==> src/sv/length_prefix_deframer_unit_macros.svh <==
`ifndef LENGTH_PREFIX_DEFRAMER_UNIT_MACROS_SVH
`define LENGTH_PREFIX_DEFRAMER_UNIT_MACROS_SVH

// same-cycle implication, disabled during reset
`define LPD_ASSERT_IMPLIES(label, clk, rst_n, ante, cons, msg) \
    label: assert property (@(posedge clk) disable iff (!rst_n) (ante) |-> (cons)) \
        else $error(msg);

// next-cycle implication, disabled during reset
`define LPD_ASSERT_NEXT(label, clk, rst_n, ante, cons, msg) \
    label: assert property (@(posedge clk) disable iff (!rst_n) (ante) |=> (cons)) \
        else $error(msg);

`endif

==> src/sv/lpd_pkg.sv <==
package lpd_pkg;

    localparam int LENGTH_BYTES_DEFAULT = 4;
    localparam logic [31:0] MAX_FRAME_LEN_RESET = 32'd10485760;

    typedef enum logic [1:0] {
        PH_HEADER  = 2'd0,
        PH_PAYLOAD = 2'd1,
        PH_ERROR   = 2'd2
    } phase_t;

endpackage

==> src/sv/length_prefix_deframer_unit.sv <==
// Length-prefixed stream deframer.
// The slave channel takes one received byte per transfer in s_axis_tdata.
// Each frame opens with a LENGTH_BYTES big-endian length header followed by
// that many payload bytes. Payload bytes leave on the master channel as they
// arrive, with m_axis_tlast on the last byte of each frame. A zero length
// header gives one transfer with empty_frame and tlast set and zero data. A
// length above max_frame_len (written through cfg_wr_en / cfg_wr_data and
// compared when a header completes) gives one transfer with length_error
// set; after that every input byte is taken and dropped until reset.
// The output is registered: a byte taken at one edge is on the master channel
// right after that edge. Throughput is one byte per cycle while m_axis_tready
// holds, set by the single output register, refilled in the same cycle it is drained.
// When the receiver stalls with a result held, s_axis_tready drops until
// m_axis_tready returns; header bytes still wait behind the held result.
// Reset is asynchronous and active low: it returns to the header phase,
// empties the output register and sets max_frame_len to 10485760.
`include "length_prefix_deframer_unit_macros.svh"

module length_prefix_deframer_unit
    import lpd_pkg::*;
#(
    parameter int LENGTH_BYTES = LENGTH_BYTES_DEFAULT
)
(
    input  logic        clk,
    input  logic        rst_n,
    input  logic        cfg_wr_en,
    input  logic [31:0] cfg_wr_data,   // max_frame_len
    input  logic        s_axis_tvalid,
    output logic        s_axis_tready,
    input  logic [7:0]  s_axis_tdata,  // in_byte
    output logic        m_axis_tvalid,
    input  logic        m_axis_tready,
    output logic [7:0]  m_axis_tdata,  // payload_byte
    output logic        m_axis_tlast,  // last_of_frame
    output logic [1:0]  m_axis_tuser   // empty_frame, length_error
);

    localparam int CW = $clog2(LENGTH_BYTES + 1);

    phase_t      phase_reg, phase_next;
    logic [CW-1:0] count_reg, count_next;
    logic [31:0] shift_reg, shift_next;
    logic [31:0] left_reg, left_next;
    logic        ovf_reg, ovf_next;
    logic [31:0] max_len_reg;

    logic        out_valid_reg;
    logic [7:0]  out_byte_reg;
    logic        out_last_reg;
    logic        out_empty_reg;
    logic        out_err_reg;

    logic        accept;
    logic        out_load;
    logic [7:0]  res_byte;
    logic        res_last;
    logic        res_empty;
    logic        res_err;

    logic [CW-1:0] hdr_count;
    logic [31:0]   hdr_shift;
    logic          hdr_ovf;

    assign s_axis_tready = !out_valid_reg || m_axis_tready;
    assign accept        = s_axis_tvalid && s_axis_tready;

    assign hdr_count = count_reg + CW'(1);
    assign hdr_shift = {shift_reg[23:0], s_axis_tdata};
    assign hdr_ovf   = ovf_reg || (shift_reg[31:24] != 8'd0);

    always_ff @(posedge clk or negedge rst_n)
    begin
        if (!rst_n)
        begin
            phase_reg <= PH_HEADER;
            count_reg <= '0;
            shift_reg <= '0;
            left_reg  <= '0;
            ovf_reg   <= 1'b0;
        end
        else
        begin
            phase_reg <= phase_next;
            count_reg <= count_next;
            shift_reg <= shift_next;
            left_reg  <= left_next;
            ovf_reg   <= ovf_next;
        end
    end

    always_comb
    begin
        phase_next = phase_reg;
        count_next = count_reg;
        shift_next = shift_reg;
        left_next  = left_reg;
        ovf_next   = ovf_reg;
        out_load   = 1'b0;
        res_byte   = 8'd0;
        res_last   = 1'b0;
        res_empty  = 1'b0;
        res_err    = 1'b0;
        if (accept)
        begin
            unique case (phase_reg)
                PH_PAYLOAD:
                begin
                    out_load = 1'b1;
                    res_byte = s_axis_tdata;
                    res_last = (left_reg <= 32'd1);
                    if (left_reg <= 32'd1)
                    begin
                        left_next  = '0;
                        phase_next = PH_HEADER;
                    end
                    else
                    begin
                        left_next = left_reg - 32'd1;
                    end
                end
                PH_HEADER:
                begin
                    count_next = hdr_count;
                    shift_next = hdr_shift;
                    ovf_next   = hdr_ovf;
                    if (hdr_count == CW'(LENGTH_BYTES))
                    begin
                        count_next = '0;
                        shift_next = '0;
                        ovf_next   = 1'b0;
                        if (hdr_ovf || (hdr_shift > max_len_reg))
                        begin
                            phase_next = PH_ERROR;
                            left_next  = '0;
                            out_load   = 1'b1;
                            res_err    = 1'b1;
                        end
                        else if (hdr_shift == 32'd0)
                        begin
                            out_load  = 1'b1;
                            res_last  = 1'b1;
                            res_empty = 1'b1;
                        end
                        else
                        begin
                            left_next  = hdr_shift;
                            phase_next = PH_PAYLOAD;
                        end
                    end
                end
                default:
                begin
                end
            endcase
        end
    end

    always_ff @(posedge clk or negedge rst_n)
    begin
        if (!rst_n)
        begin
            max_len_reg <= MAX_FRAME_LEN_RESET;
        end
        else if (cfg_wr_en)
        begin
            max_len_reg <= cfg_wr_data;
        end
    end

    always_ff @(posedge clk or negedge rst_n)
    begin
        if (!rst_n)
        begin
            out_valid_reg <= 1'b0;
        end
        else if (out_load)
        begin
            out_valid_reg <= 1'b1;
        end
        else if (m_axis_tready)
        begin
            out_valid_reg <= 1'b0;
        end
    end

    always_ff @(posedge clk)
    begin
        if (out_load)
        begin
            out_byte_reg  <= res_byte;
            out_last_reg  <= res_last;
            out_empty_reg <= res_empty;
            out_err_reg   <= res_err;
        end
    end

    assign m_axis_tvalid = out_valid_reg;
    assign m_axis_tdata  = out_byte_reg;
    assign m_axis_tlast  = out_last_reg;
    assign m_axis_tuser  = {out_err_reg, out_empty_reg};

    `LPD_ASSERT_NEXT(a_error_silent, clk, rst_n,
        (phase_reg == PH_ERROR) && !out_valid_reg, !out_valid_reg,
        "result produced while discarding after a length error")
    `LPD_ASSERT_IMPLIES(a_payload_count, clk, rst_n,
        phase_reg == PH_PAYLOAD, left_reg != 32'd0,
        "payload phase with no bytes left")
    `LPD_ASSERT_IMPLIES(a_error_shape, clk, rst_n,
        out_valid_reg && out_err_reg,
        !out_last_reg && !out_empty_reg && (out_byte_reg == 8'd0),
        "length error result carries data or flags")
    `LPD_ASSERT_IMPLIES(a_empty_shape, clk, rst_n,
        out_valid_reg && out_empty_reg,
        out_last_reg && (out_byte_reg == 8'd0),
        "empty frame result not marked last or carries data")

endmodule

==> config.mk <==
export PLATFORM = sky130hd
export DESIGN_NAME = length_prefix_deframer_unit
export DESIGN_NICKNAME = d
export VERILOG_FILES = /design/src/sv/lpd_pkg.sv /design/src/sv/length_prefix_deframer_unit.sv
export VERILOG_INCLUDE_DIRS = /design/src /design/src/sv
export SDC_FILE = /design/constraint.sdc
export NUM_CORES = 1
export LEC_CHECK = 0
export BUFFER_PORTS_ARGS = -buffer_cell sky130_fd_sc_hd__buf_4
export CAP_MARGIN = 20
export CORE_ASPECT_RATIO = 0.9
export CORE_MARGIN = 2
export CORE_UTILIZATION = 60
export CTS_CLUSTER_DIAMETER = 100
export DETAILED_ROUTE_END_ITERATION = 12
export PLACE_DENSITY = 0.8
export SLEW_MARGIN = 20
export SYNTH_ARGS = -nofsm -noshare
export SYNTH_HDL_FRONTEND = slang
export SYNTH_SLANG_ARGS = --single-unit
export TNS_END_PERCENT = 50
==> constraint.sdc <==
create_clock -name clk -period 3.74 [get_ports clk]
set_clock_uncertainty 0.2 [all_clocks]
set_input_delay 0.187 -clock clk [delete_from_list [all_inputs] [get_ports clk]]
set_output_delay 0.187 -clock clk [all_outputs]
set_load 0.005 [all_outputs]
### Word-level counts from Yosys, hierarchy flattened

Cells that the tools add are included.

| cells by class | value |
|---|---|
| $lt $le $gt $ge | 2 |
| eq/ne operators | 5 |
| add/sub/neg operators | 2 |
| reductions and logical operators | 15 |
| div/mod/pow operators | 0 |
| shift-type cells | 0 |
| $mul | 0 |
| muxes and demuxes | 24 |
| bitwise gates (word level) | 0 |

Operators by type and width:

| cell | count |
|---|---|
| two-way mux 32 bit | 5 |
| one-hot mux 32 bit (2 select lines) | 1 |
| > comparator 32 bit | 1 |
| less-or-equal comparator 32 x 1 -> 1 bit, second input constant | 1 |
| logical NOT 32 bit | 1 |
| subtractor 32 x 1 -> 32 bit, second input constant | 1 |
| two-way mux 1 bit | 10 |
| two-way mux 2 bit | 4 |
| nonzero test 8 bit | 1 |
| AND reduction 5 bit | 1 |
| inequality test 2 bit, second input constant | 2 |
| one-hot mux 1 bit (2 select lines) | 2 |
| one-hot mux 2 bit (2 select lines) | 1 |
| AND reduction 2 bit | 2 |
| AND reduction 4 bit | 1 |
| nonzero test 2 bit | 2 |
| adder 3 x 1 -> 3 bit, second input constant | 1 |
| equality test 3 bit, second input constant | 1 |
| logical OR 1 bit | 3 |
| two-way mux 3 bit | 1 |
| inequality test 3 bit, second input constant | 1 |
| AND reduction 3 bit | 1 |
| equality test 2 x 1 -> 1 bit, second input constant | 1 |
| logical NOT 2 bit | 1 |
| other kinds (2) | 2 |

| storage, ports and cells | value |
|---|---|
| RAM bits | 0 |
| input port bits | 45 |
| memories | 0 |
| bits in latches | 0 |
| bits in read-only memories | 0 |
| output and inout bits | 13 |
| word-level logic and storage cells | 59 |
| register bits | 114 |

### Depth between registers and ports, before layout

Gate-level depths: netlist (run 1).

| logic depth | value |
|---|---|
| depth after elaboration | 8 |
| mapped depth | 11 |

### Least setup slack after synthesis (run 1)

No wires, ideal clock.

| timing | value |
|---|---|
| kind | flip-flop to flip-flop |
| from | register max_len_reg[23] |
| to | register out_byte_reg[0] (netlist: m_axis_tdata[0]), enable pin |
| library setup time | 394 ps |
| clock period less this slack | 3206 ps |
| required time | 3146 ps |
| slack | 534 ps |
| cell stages (with the launch flop) | 10 |
| data arrival time | 2612 ps |
| path through | dfstp_2 > inv_1 > ha_1 > nand4_1 > nor4_1 > nand2b_1 > a31oi_1 > or2_2 > nor2_1 > o21ai_0 |

| on the way | value |
|---|---|
| cells in the longest elaborated chain, start to end | 6 |

Ends and longest elaborated chain:

| item | RTL line | RTL |
|---|---|---|
| start: declaration | length_prefix_deframer_unit.sv:46 | `logic [31:0] max_len_reg;` |
| start signal: assignment | length_prefix_deframer_unit.sv:167 | `max_len_reg <= cfg_wr_data;` |
| > comparator 32 bit | length_prefix_deframer_unit.sv:132 | `if (hdr_ovf \|\| (hdr_shift > max_len_reg))` |
| logical OR 1 bit | length_prefix_deframer_unit.sv:132 |  |
| two-way mux 1 bit | length_prefix_deframer_unit.sv:132 |  |
| two-way mux 1 bit | length_prefix_deframer_unit.sv:127 | `if (hdr_count == CW'(LENGTH_BYTES))` |
| one-hot mux 1 bit (2 select lines) | length_prefix_deframer_unit.sv:106 | `unique case (phase_reg)` |
| two-way mux 1 bit | length_prefix_deframer_unit.sv:104 | `if (accept)` |
| named net out_load | length_prefix_deframer_unit.sv:55 | `logic out_load;` |
| end signal: assignment | length_prefix_deframer_unit.sv:191 | `out_byte_reg <= res_byte;` |
| end: declaration | length_prefix_deframer_unit.sv:49 | `logic [7:0] out_byte_reg;` |

The timed path passes the listed nets, and every way through them passes these cells.
A chain may end at the register's enable or synchronous reset.

### Worst setup path after layout (run 1)

| timing | value |
|---|---|
| from | register shift_reg[4] |
| to | register left_reg[1] |

| on the way | value |
|---|---|
| cells in the longest elaborated chain, start to end | 5 |
| elaborated cells between the ends (all ways) | 8 |
| those cells by class | order compare: 1; eq/ne: 1; mux: 3; reduce/logical: 3 |

Ends and longest elaborated chain:

| item | RTL line | RTL |
|---|---|---|
| start: declaration | length_prefix_deframer_unit.sv:43 | `logic [31:0] shift_reg, shift_next;` |
| start signal: assignment | length_prefix_deframer_unit.sv:86 | `shift_reg <= shift_next;` |
| > comparator 32 bit | length_prefix_deframer_unit.sv:132 |  |
| logical OR 1 bit | length_prefix_deframer_unit.sv:132 |  |
| two-way mux 32 bit | length_prefix_deframer_unit.sv:132 |  |
| two-way mux 32 bit | length_prefix_deframer_unit.sv:127 |  |
| one-hot mux 32 bit (2 select lines) | length_prefix_deframer_unit.sv:106 |  |
| end signal: assignment | length_prefix_deframer_unit.sv:87 | `left_reg <= left_next;` |
| end: declaration | length_prefix_deframer_unit.sv:44 | `logic [31:0] left_reg, left_next;` |

Parallel ways exist; a longest one is shown, timed or not. The select of a mux whose other input is x is not followed.

==> flow_results.org, run 1 <==
** Placed design
- Placer Congestion :: 0.8819
- The wire-length estimate of the detail-placed layout is 10880 um.
- Before CTS, the worst setup slack after placement is 637.3 ps.
- Port Buffer Count :: 57
- Number of cells in the design after placement :: 867

** Timing
- Worst Tran Pin Value :: 742.0 ps
- RSZ-0062 raised after global routing :: false
- After layout, the minimum clock period comes to 3179 ps.
- The final hold violation count was 0.
- Across all hold checks on the routed design, the worst slack comes to 57.18 ps.
- Setup-violating endpoint count in the final report :: 0
- Relative max-transition margin :: 50.07%
- Final worst slack :: 560.6 ps
- The final critical path takes up 85.01% of the cycle.
- The max-slew violation total from the final report was 0.
- Timing-limited maximum frequency :: 314.5 MHz
- Setup TNS :: 0 ps

** Synth
- Synthesis inferred 114 register bits.
- Of all flip-flops after synthesis, the portion carrying an async set or reset was 90.35%.
- After synthesis the cells add up to 6276 um2.
- Top cells by area, synth :: sky130_fd_sc_hd__dfrtp_1, sky130_fd_sc_hd__ha_1, sky130_fd_sc_hd__a21oi_1, sky130_fd_sc_hd__o21ai_0, sky130_fd_sc_hd__edfxtp_1
- Cell types with the highest counts after synthesis :: sky130_fd_sc_hd__dfrtp_1, sky130_fd_sc_hd__nand2_1, sky130_fd_sc_hd__a21oi_1, sky130_fd_sc_hd__o21ai_0, sky130_fd_sc_hd__inv_1
- Leading cell type by number of instances after synthesis :: sky130_fd_sc_hd__dfrtp_1
- The Yosys step of the flow raised 0 warnings.
- The most used flip-flop cell after synthesis is sky130_fd_sc_hd__dfrtp_1.
- Net Count, Synth :: 788
- Each instance of the synthesized netlist takes up on average 8.890 um2.
- Cells after synthesis :: 706
- Sequential cells were found to cover 46.37% of the synthesized design area.
- EDFF count, synth :: 11
- The number of different library cells used by synthesis comes to 47.
- Cell type with the largest total area after synthesis :: sky130_fd_sc_hd__dfrtp_1
- After synthesis, the largest area contributor takes up 40.27% of total cell area.

** Detailed routing
- Via Count :: 5812
- For this run, design rule violations remaining after detail routing come to 0.
- Vias per inst :: 6.176
- The routed design has 17530 um of wire.
- The first routing iteration left 644 violations.
- Mean routed wirelength per cell :: 18.62 um
- The first detailed-routing pass ran for 6 iterations.
- Count of antenna-violating nets left after detailed routing :: 0

** Floorplan
- The region available for standard cell placement spans 10200 um2.
- Measured along the y axis, the die boundary spans 101.0 um.
- For this design the top-level I/O count stands at 58.
- Core Rows :: 35
- Initial cell density of the core :: 61.51%
- Die area :: 11300 um2
- Die X :: 111.8 um

** Cells and area
- Antenna diode instance count :: 0
- Area Overhead vs Synth :: 25.50%
- After the last flow step, the layout net total stands at 881.
- The layout has 630 filler cells.
- Leaving out filler cells and counting taps, the final layout contains 941.
- In the final layout, the share of cells above drive strength 1 is 14.66%.

** Clock network
- TritonCTS buffer count :: 17
- Number of H-tree levels :: 4
- Buffers inserted to repair hold after CTS numbered 42.
- The clock reaches the later pin of the worst-skew pair after 420 ps.
- For this design, the sink count on the clock tree is 114.
- Number of gates resized after cts :: 0
- The tree is rooted in a sky130_fd_sc_hd__clkbuf_16.
- TritonCTS built the clock tree.
- Buffer depth of the longest clock path :: 2
- Clock slew seen by the registers of the worst setup and hold paths :: 60 ps
- Post-CTS setup-driven buffer insertion count :: 0

** GRT
- Global route overflow :: 0
- The first global-routing pass estimated 28120 um of wire.
- The number of global-route vias before repair was 5665.
- Antenna violations before repair :: 0
- Entering global routing, the biggest net connects 82 pins.
- GRT Resource Usage Total :: 31.81%

** Critical path
- In this run the worst path has a maximum fanout of 32.
- Buf+Inv Stages, Crit Path :: 1
- Critical path class :: reg -> reg
- The largest single stage delay on the critical path is 500 ps.
- Required time worst endpoint :: 3870 ps
- The signal on the critical path passes through ha_1, nand4_1, nor4_1, and3_1, a21oi_1, o311ai_2, and2_1, buf_4, mux2i_1.
- Arrival time reported for the critical path endpoint :: 3310 ps
- STA classifies the critical path endpoint as a register.
- Slowest stage cell, crit path :: sky130_fd_sc_hd__dfrtp_1
- STA classifies the critical path startpoint as a register.
- Cell family contributing the most delay on the critical path :: simple AND/OR/NAND/NOR gates

** Pwr
- After layout, the design draws a total of 5.989 mW.
- Psw :: 2.317 mW
- In this run the power density over the cells is 760.3 nW/um2.
- Power Internal :: 3.672 mW
- Of the total power, combinational logic draws 35.4%.
- The share of total power dissipated in sequential elements is 34.1%.
- Clock power frac :: 30.5%
- Switching part of the total power :: 38.68%
- The analysis attributes to cell leakage a power of 3.550 nW.
- The worst-case IR drop observed on VDD is 573.0 uV.

** Min path
- The min-delay analysis places its worst path in the category in -> reg.

** Status
- Status :: completed

** Job
- Max-capacitance violation count :: 0
cell type report:
class	instances	area (um2)	area share [%]
Clock buffer	18	439.2	5.576
Clock inverter	14	221.5	2.812
Multi-Input combinational cell	486	2923	37.11
Timing Repair Buffer	113	969.7	12.31
Sequential cell	114	2910	36.95
Inverter	67	251.5	3.193
Tap cell	129	161.4	2.049
routing by layer:
metal / share of wire (%) / GRT usage, %
met1: 41 / 41.55
met2: 48 / 51.52
met5: 0 / 0
met4: 2.9 / 13.96
met3: 8.8 / 7.156
worst register-to-register path, stage by stage, from the launching register on:
cell	delay (ps)
sky130_fd_sc_hd__dfrtp_1	500
sky130_fd_sc_hd__ha_1	350
sky130_fd_sc_hd__nand4_1	180
sky130_fd_sc_hd__nor4_1	470
sky130_fd_sc_hd__and3_1	210
sky130_fd_sc_hd__a21oi_1	100
sky130_fd_sc_hd__o311ai_2	320
sky130_fd_sc_hd__and2_1	170
sky130_fd_sc_hd__buf_4	360
sky130_fd_sc_hd__mux2i_1	250
worst paths after layout:
path	slack (ps)	depth (start not counted)	end	start
setup / recovery	560	9	left_reg[1]	shift_reg[4]
hold / removal	60	3	max_len_reg[21]	cfg_wr_en
setup reg to reg	560	9	left_reg[1]	shift_reg[4]
hold reg to reg	290	2	shift_reg[30]	shift_reg[30]
max in group asynchronous	2290	3	max_len_reg[23]	rst_n
min in group asynchronous	180	2	left_reg[9]	rst_n
cells by family (layout without fill, tap and decap cells):
logic type | count (synthesis) | after routing | synth area share (%)
AND/OR/NAND/NOR | 237 | 237 | 19.08
flip-flops | 114 | 114 | 46.37
buffers and inverters | 106 | 212 | 7.137
adder cells (fa/ha/maj) | 37 | 37 | 7.376
multiplexers | 5 | 5 | 0.8572
AO/OA/AOI/OAI | 207 | 207 | 19.18
layout by cell type (no fill, tap or decap), types with 12 or more instances in the layout:
cell,count
sky130_fd_sc_hd__dfrtp_1,101
sky130_fd_sc_hd__nand2_1,80
sky130_fd_sc_hd__a21oi_1,71
sky130_fd_sc_hd__o21ai_0,69
sky130_fd_sc_hd__buf_4,69
sky130_fd_sc_hd__inv_1,67
sky130_fd_sc_hd__dlygate4sd3_1,42
sky130_fd_sc_hd__nor2_1,37
sky130_fd_sc_hd__ha_1,37
sky130_fd_sc_hd__nand2b_1,33
sky130_fd_sc_hd__o22ai_1,26
sky130_fd_sc_hd__nor3_1,22
sky130_fd_sc_hd__nor4_1,17
sky130_fd_sc_hd__clkbuf_16,17
sky130_fd_sc_hd__nand4_1,12
per-stage QoR:
step	area, um2	utilization (%)
finish	7876	77.19
detailed placement	6792	66.56
global placement	6792	66.56
floorplan	6276	-
global route	7876	77.19
CTS	7873	77.16
power groups by stage:
stage	combinational [mW]	sequential (mW)	clock (mW)
global route	2.34	2.07	1.89
finish	2.12	2.04	1.83
CTS	2.07	2.01	1.83
floorplan	1.53	1.88	0
detailed placement	2.00	2.03	0
global placement	1.92	2.00	0
(Power assumes the default switching activity.)
==> run 2, diff against run 1 <==
--- a/config.mk
+++ b/config.mk
@@ -9,11 +9,12 @@
 export BUFFER_PORTS_ARGS = -buffer_cell sky130_fd_sc_hd__buf_4
 export CAP_MARGIN = 20
 export CORE_ASPECT_RATIO = 0.9
-export CORE_MARGIN = 2
+export CORE_MARGIN = 5
 export CORE_UTILIZATION = 60
 export CTS_CLUSTER_DIAMETER = 100
 export DETAILED_ROUTE_END_ITERATION = 12
 export PLACE_DENSITY = 0.8
+export SKIP_LAST_GASP = 1
 export SLEW_MARGIN = 20
 export SYNTH_ARGS = -nofsm -noshare
 export SYNTH_HDL_FRONTEND = slang
==> flow_results.org, run 2 (same netlist as run 1, synthesis figures left out) <==
** Status
- Status :: completed

** Floorplan
- The overall die width is 117.8 um (+5.4%).
- The number of standard-cell rows in the floorplan was 35 (unchanged).
- The die boundary height was 107.0 um (+5.9%).
- The initial core utilization was 61.25% (-0.26 points).
- I/O pin count :: 58 (unchanged)
- Placeable core region :: 10250 um2 (+0.43%)
- The die area was 12610 um2 (+12%).

** Clock network
- Clock slew seen by the registers of the worst setup and hold paths :: 60 ps (about the same)
- Post-CTS setup-driven buffer insertion count :: 0 (unchanged)
- Number of H-tree levels :: 4 (unchanged)
- TritonCTS buffer count :: 17 (unchanged)
- The clock sink count came to 114 (unchanged).
- The largest buffer count on any clock path is 2 (unchanged).
- Root cell of the clock tree :: sky130_fd_sc_hd__clkbuf_16
- TritonCTS built the clock tree.
- The insertion delay to the later sink of the worst-skew pair is 420 ps (about the same).

** Cells and area
- In the layout the commonest cells are sky130_fd_sc_hd__dfrtp_1, sky130_fd_sc_hd__nand2_1, sky130_fd_sc_hd__a21oi_1.
- Leaving out fill and tap cells, the most frequent cell in the layout is sky130_fd_sc_hd__dfrtp_1.
- Share of layout cells above drive strength 1 :: 14.55% (-0.11 points)
- Relative to the synthesized area, the layout overhead comes to 23.72%.
- Fin nets :: 880 (-0.11%)
- The number of antenna diodes came to 0 (unchanged).
- The number of non-filler instances in the completed layout was 940 (-0.11%).
- The post-route cell area is 7765 um2 (-1.4%).

** GRT
- GRT busiest layer :: met2
- First-pass GRT wire length :: 29300 um (+4.2%)
- Met2 global-route usage :: 47.29% (-4.2 points)
- GRT Resource Usage Total :: 29.04% (-2.8 points)
- Largest net degree at the start of global routing :: 85 (+3.7%)
- Global Route met3 Usage :: 6.013% (-1.1 points)
- The initial antenna violation count was 0 (unchanged).
- Met1 track demand over resource in global routing :: 39.08% (-2.5 points)
- Global route overflow :: 0 (unchanged)
- Number of global-route vias before repair :: 5645 (-0.35%)

** Timing
- The worst relative slew slack was 44.24% (-5.8 points).
- Final worst path period need :: 3310 ps (+130.3 ps)
- Hold Fails Final Rpt :: 0 (unchanged)
- Timing-limited maximum frequency :: 302.1 MHz (-3.9%)
- The final critical-path share of the clock period is 88.49% (+3.5 points).
- Smallest hold slack :: 5.383 ps (-51.79 ps)
- Setup-violating endpoint count in the final report :: 0 (unchanged)
- RSZ-0062 raised after global routing :: false
- Worst Tran Pin Value :: 833.2 ps (+91.15 ps)
- The post-route setup TNS is 0 ps (unchanged).
- Max-slew violation count :: 0 (unchanged)

** Detailed routing
- The number of DRC violations after detailed-routing iteration 0 came to 849 (+32%).
- The DRC violations left was 0 (unchanged).
- The ratio of routed vias to standard cells was 6.156 (-0.32%).
- The detailed-route via count came to 5787 (-0.43%).
- Detailed-route wire length :: 18020 um (+2.8%)
- The iteration count of the initial detailed-routing pass was 5 (-1).
- The number of nets with antenna violations after detailed routing was 0 (unchanged).
- Mean routed wirelength per cell :: 19.17 um (+2.9%)

** Critical path
- Category of the worst setup path capture point :: register
- Arrival time reported for the critical path endpoint :: 3280 ps (-30 ps)
- Slowest stage cell, crit path :: sky130_fd_sc_hd__nor4_1
- Walking the worst path, the cells encountered are ha_1, nand4_1, nor4_1, and3_1, a21oi_1, or2_2, nor2_1, o21ai_0, buf_4.
- R2R cell count :: 9 (unchanged)
- The top fanout value on the critical path was 11 (-66%).
- RR Endpoint :: m_axis_tdata[4]
- Worst reg2reg path startpoint :: shift_reg[1]
- Delay of the slowest critical-path stage :: 520 ps (+20 ps)
- The data required time at the worst endpoint was 3710 ps (-160 ps).
- The worst setup path is of the reg -> reg kind.
- The reg2reg setup slack is 430 ps (-130 ps).
- STA classifies the critical path startpoint as a register.

** Pwr
- The total power density per cell area came to 736.8 nW/um2 (-3.1%).
- The leakage dissipation was 3.494 nW (-1.6%).
- The switching power share of the total was 40.49% (+1.8 points).
- Psw :: 2.317 mW (about the same)
- Power Internal :: 3.404 mW (-7.3%)
- The fraction of power consumed by combinational cells was 37.4% (+2.0 points).
- The sequential share of power was 35.4% (+1.3 points).
- Largest voltage drop on the vdd net :: 595.2 uV (+3.9%)
- The clock power share came to 27.3% (-3.2 points).

** Min path
- For hold timing, the worst endpoint is m_axis_tvalid.
- Hold Path Depth :: 3 (unchanged)
- The tightest min-delay check is of the in -> reg type.
- Hold wc startpoint :: m_axis_tready

** Placed design
- Port Buffer Count :: 57 (unchanged)
- Number of cells in the design after placement :: 867 (unchanged)
- Placer Congestion :: 0.9173 (+4.0%)
- Dpl hpwl :: 11240 um (+3.3%)
- Placed Instance Area :: 6787 um2 (about the same)

** Job
- Max-capacitance violation count :: 0 (unchanged)
==> run 2: per-stage QoR <==
stage	util [%]	worst slack, ps	power, mW
floorplan	-	534.3	3.406
global placement	66.15	436.7	3.937
detailed placement	66.23	643.3	4.020
CTS	75.74	619.4	5.630
global route	75.78	330.2	6.048
finish	75.78	430.3	5.721
==> run 2: routing by layer <==
metal / vias up / share of wire, %
met4: 0 / 2.4
li1: 2683 / -
met3: 48 / 8.3
met1: 2744 / 42
met5: - / 0
met2: 312 / 47
==> run 2: worst max-delay path by stage <==
stage	start	endpoint	slack [ps]	cells after the start
after floorplan	max_len_reg[23]	m_axis_tdata[0]	530	9
after global placement	left_reg[26]	left_reg[17]	440	7
after detailed placement	shift_reg[1]	m_axis_tdata[5]	640	9
after CTS	shift_reg[1]	left_reg[29]	620	9
after global routing	left_reg[14]	left_reg[15]	330	8
final	shift_reg[1]	m_axis_tdata[4]	430	9
==> run 2: power by group through the flow <==
| stage | Sequential (mW) | Clock, mW | Combinational [mW] |
|---|---|---|---|
| 2_1_floorplan | 1.88 | 0 | 1.53 |
| 3_3_place_gp | 1.99 | 0 | 1.95 |
| 3_5_place_dp | 2.02 | 0 | 2.00 |
| 4_1_cts | 2.00 | 1.55 | 2.08 |
| 5_1_grt | 2.06 | 1.62 | 2.37 |
| 6_report | 2.02 | 1.56 | 2.14 |
==> run 2: critical path: cells and delay by family (launching register included) <==
family	cells	cell delay [ps]
and+or+nand+nor	5	1500
buffers and inverters	1	240
AOI/OAI and AO/OA	2	240
DFF	1	500
adders and majority gates	1	360
==> run 2: layout make-up <==
type                    instances  area (um2)
multi-input cells             486        2930
flip-flops and latches        114        2910
fillers                       714        2482
repair buffers                112       947.2
clock buffers                  20       456.7
inverters                      67       251.5
well taps                     129       161.4
clock inverters                12       107.6
==> run 2: timing repair <==
action	CTS	global route
gates resized for setup	0	0
hold buffers	41	0
endpoints found under the hold margin	136	0
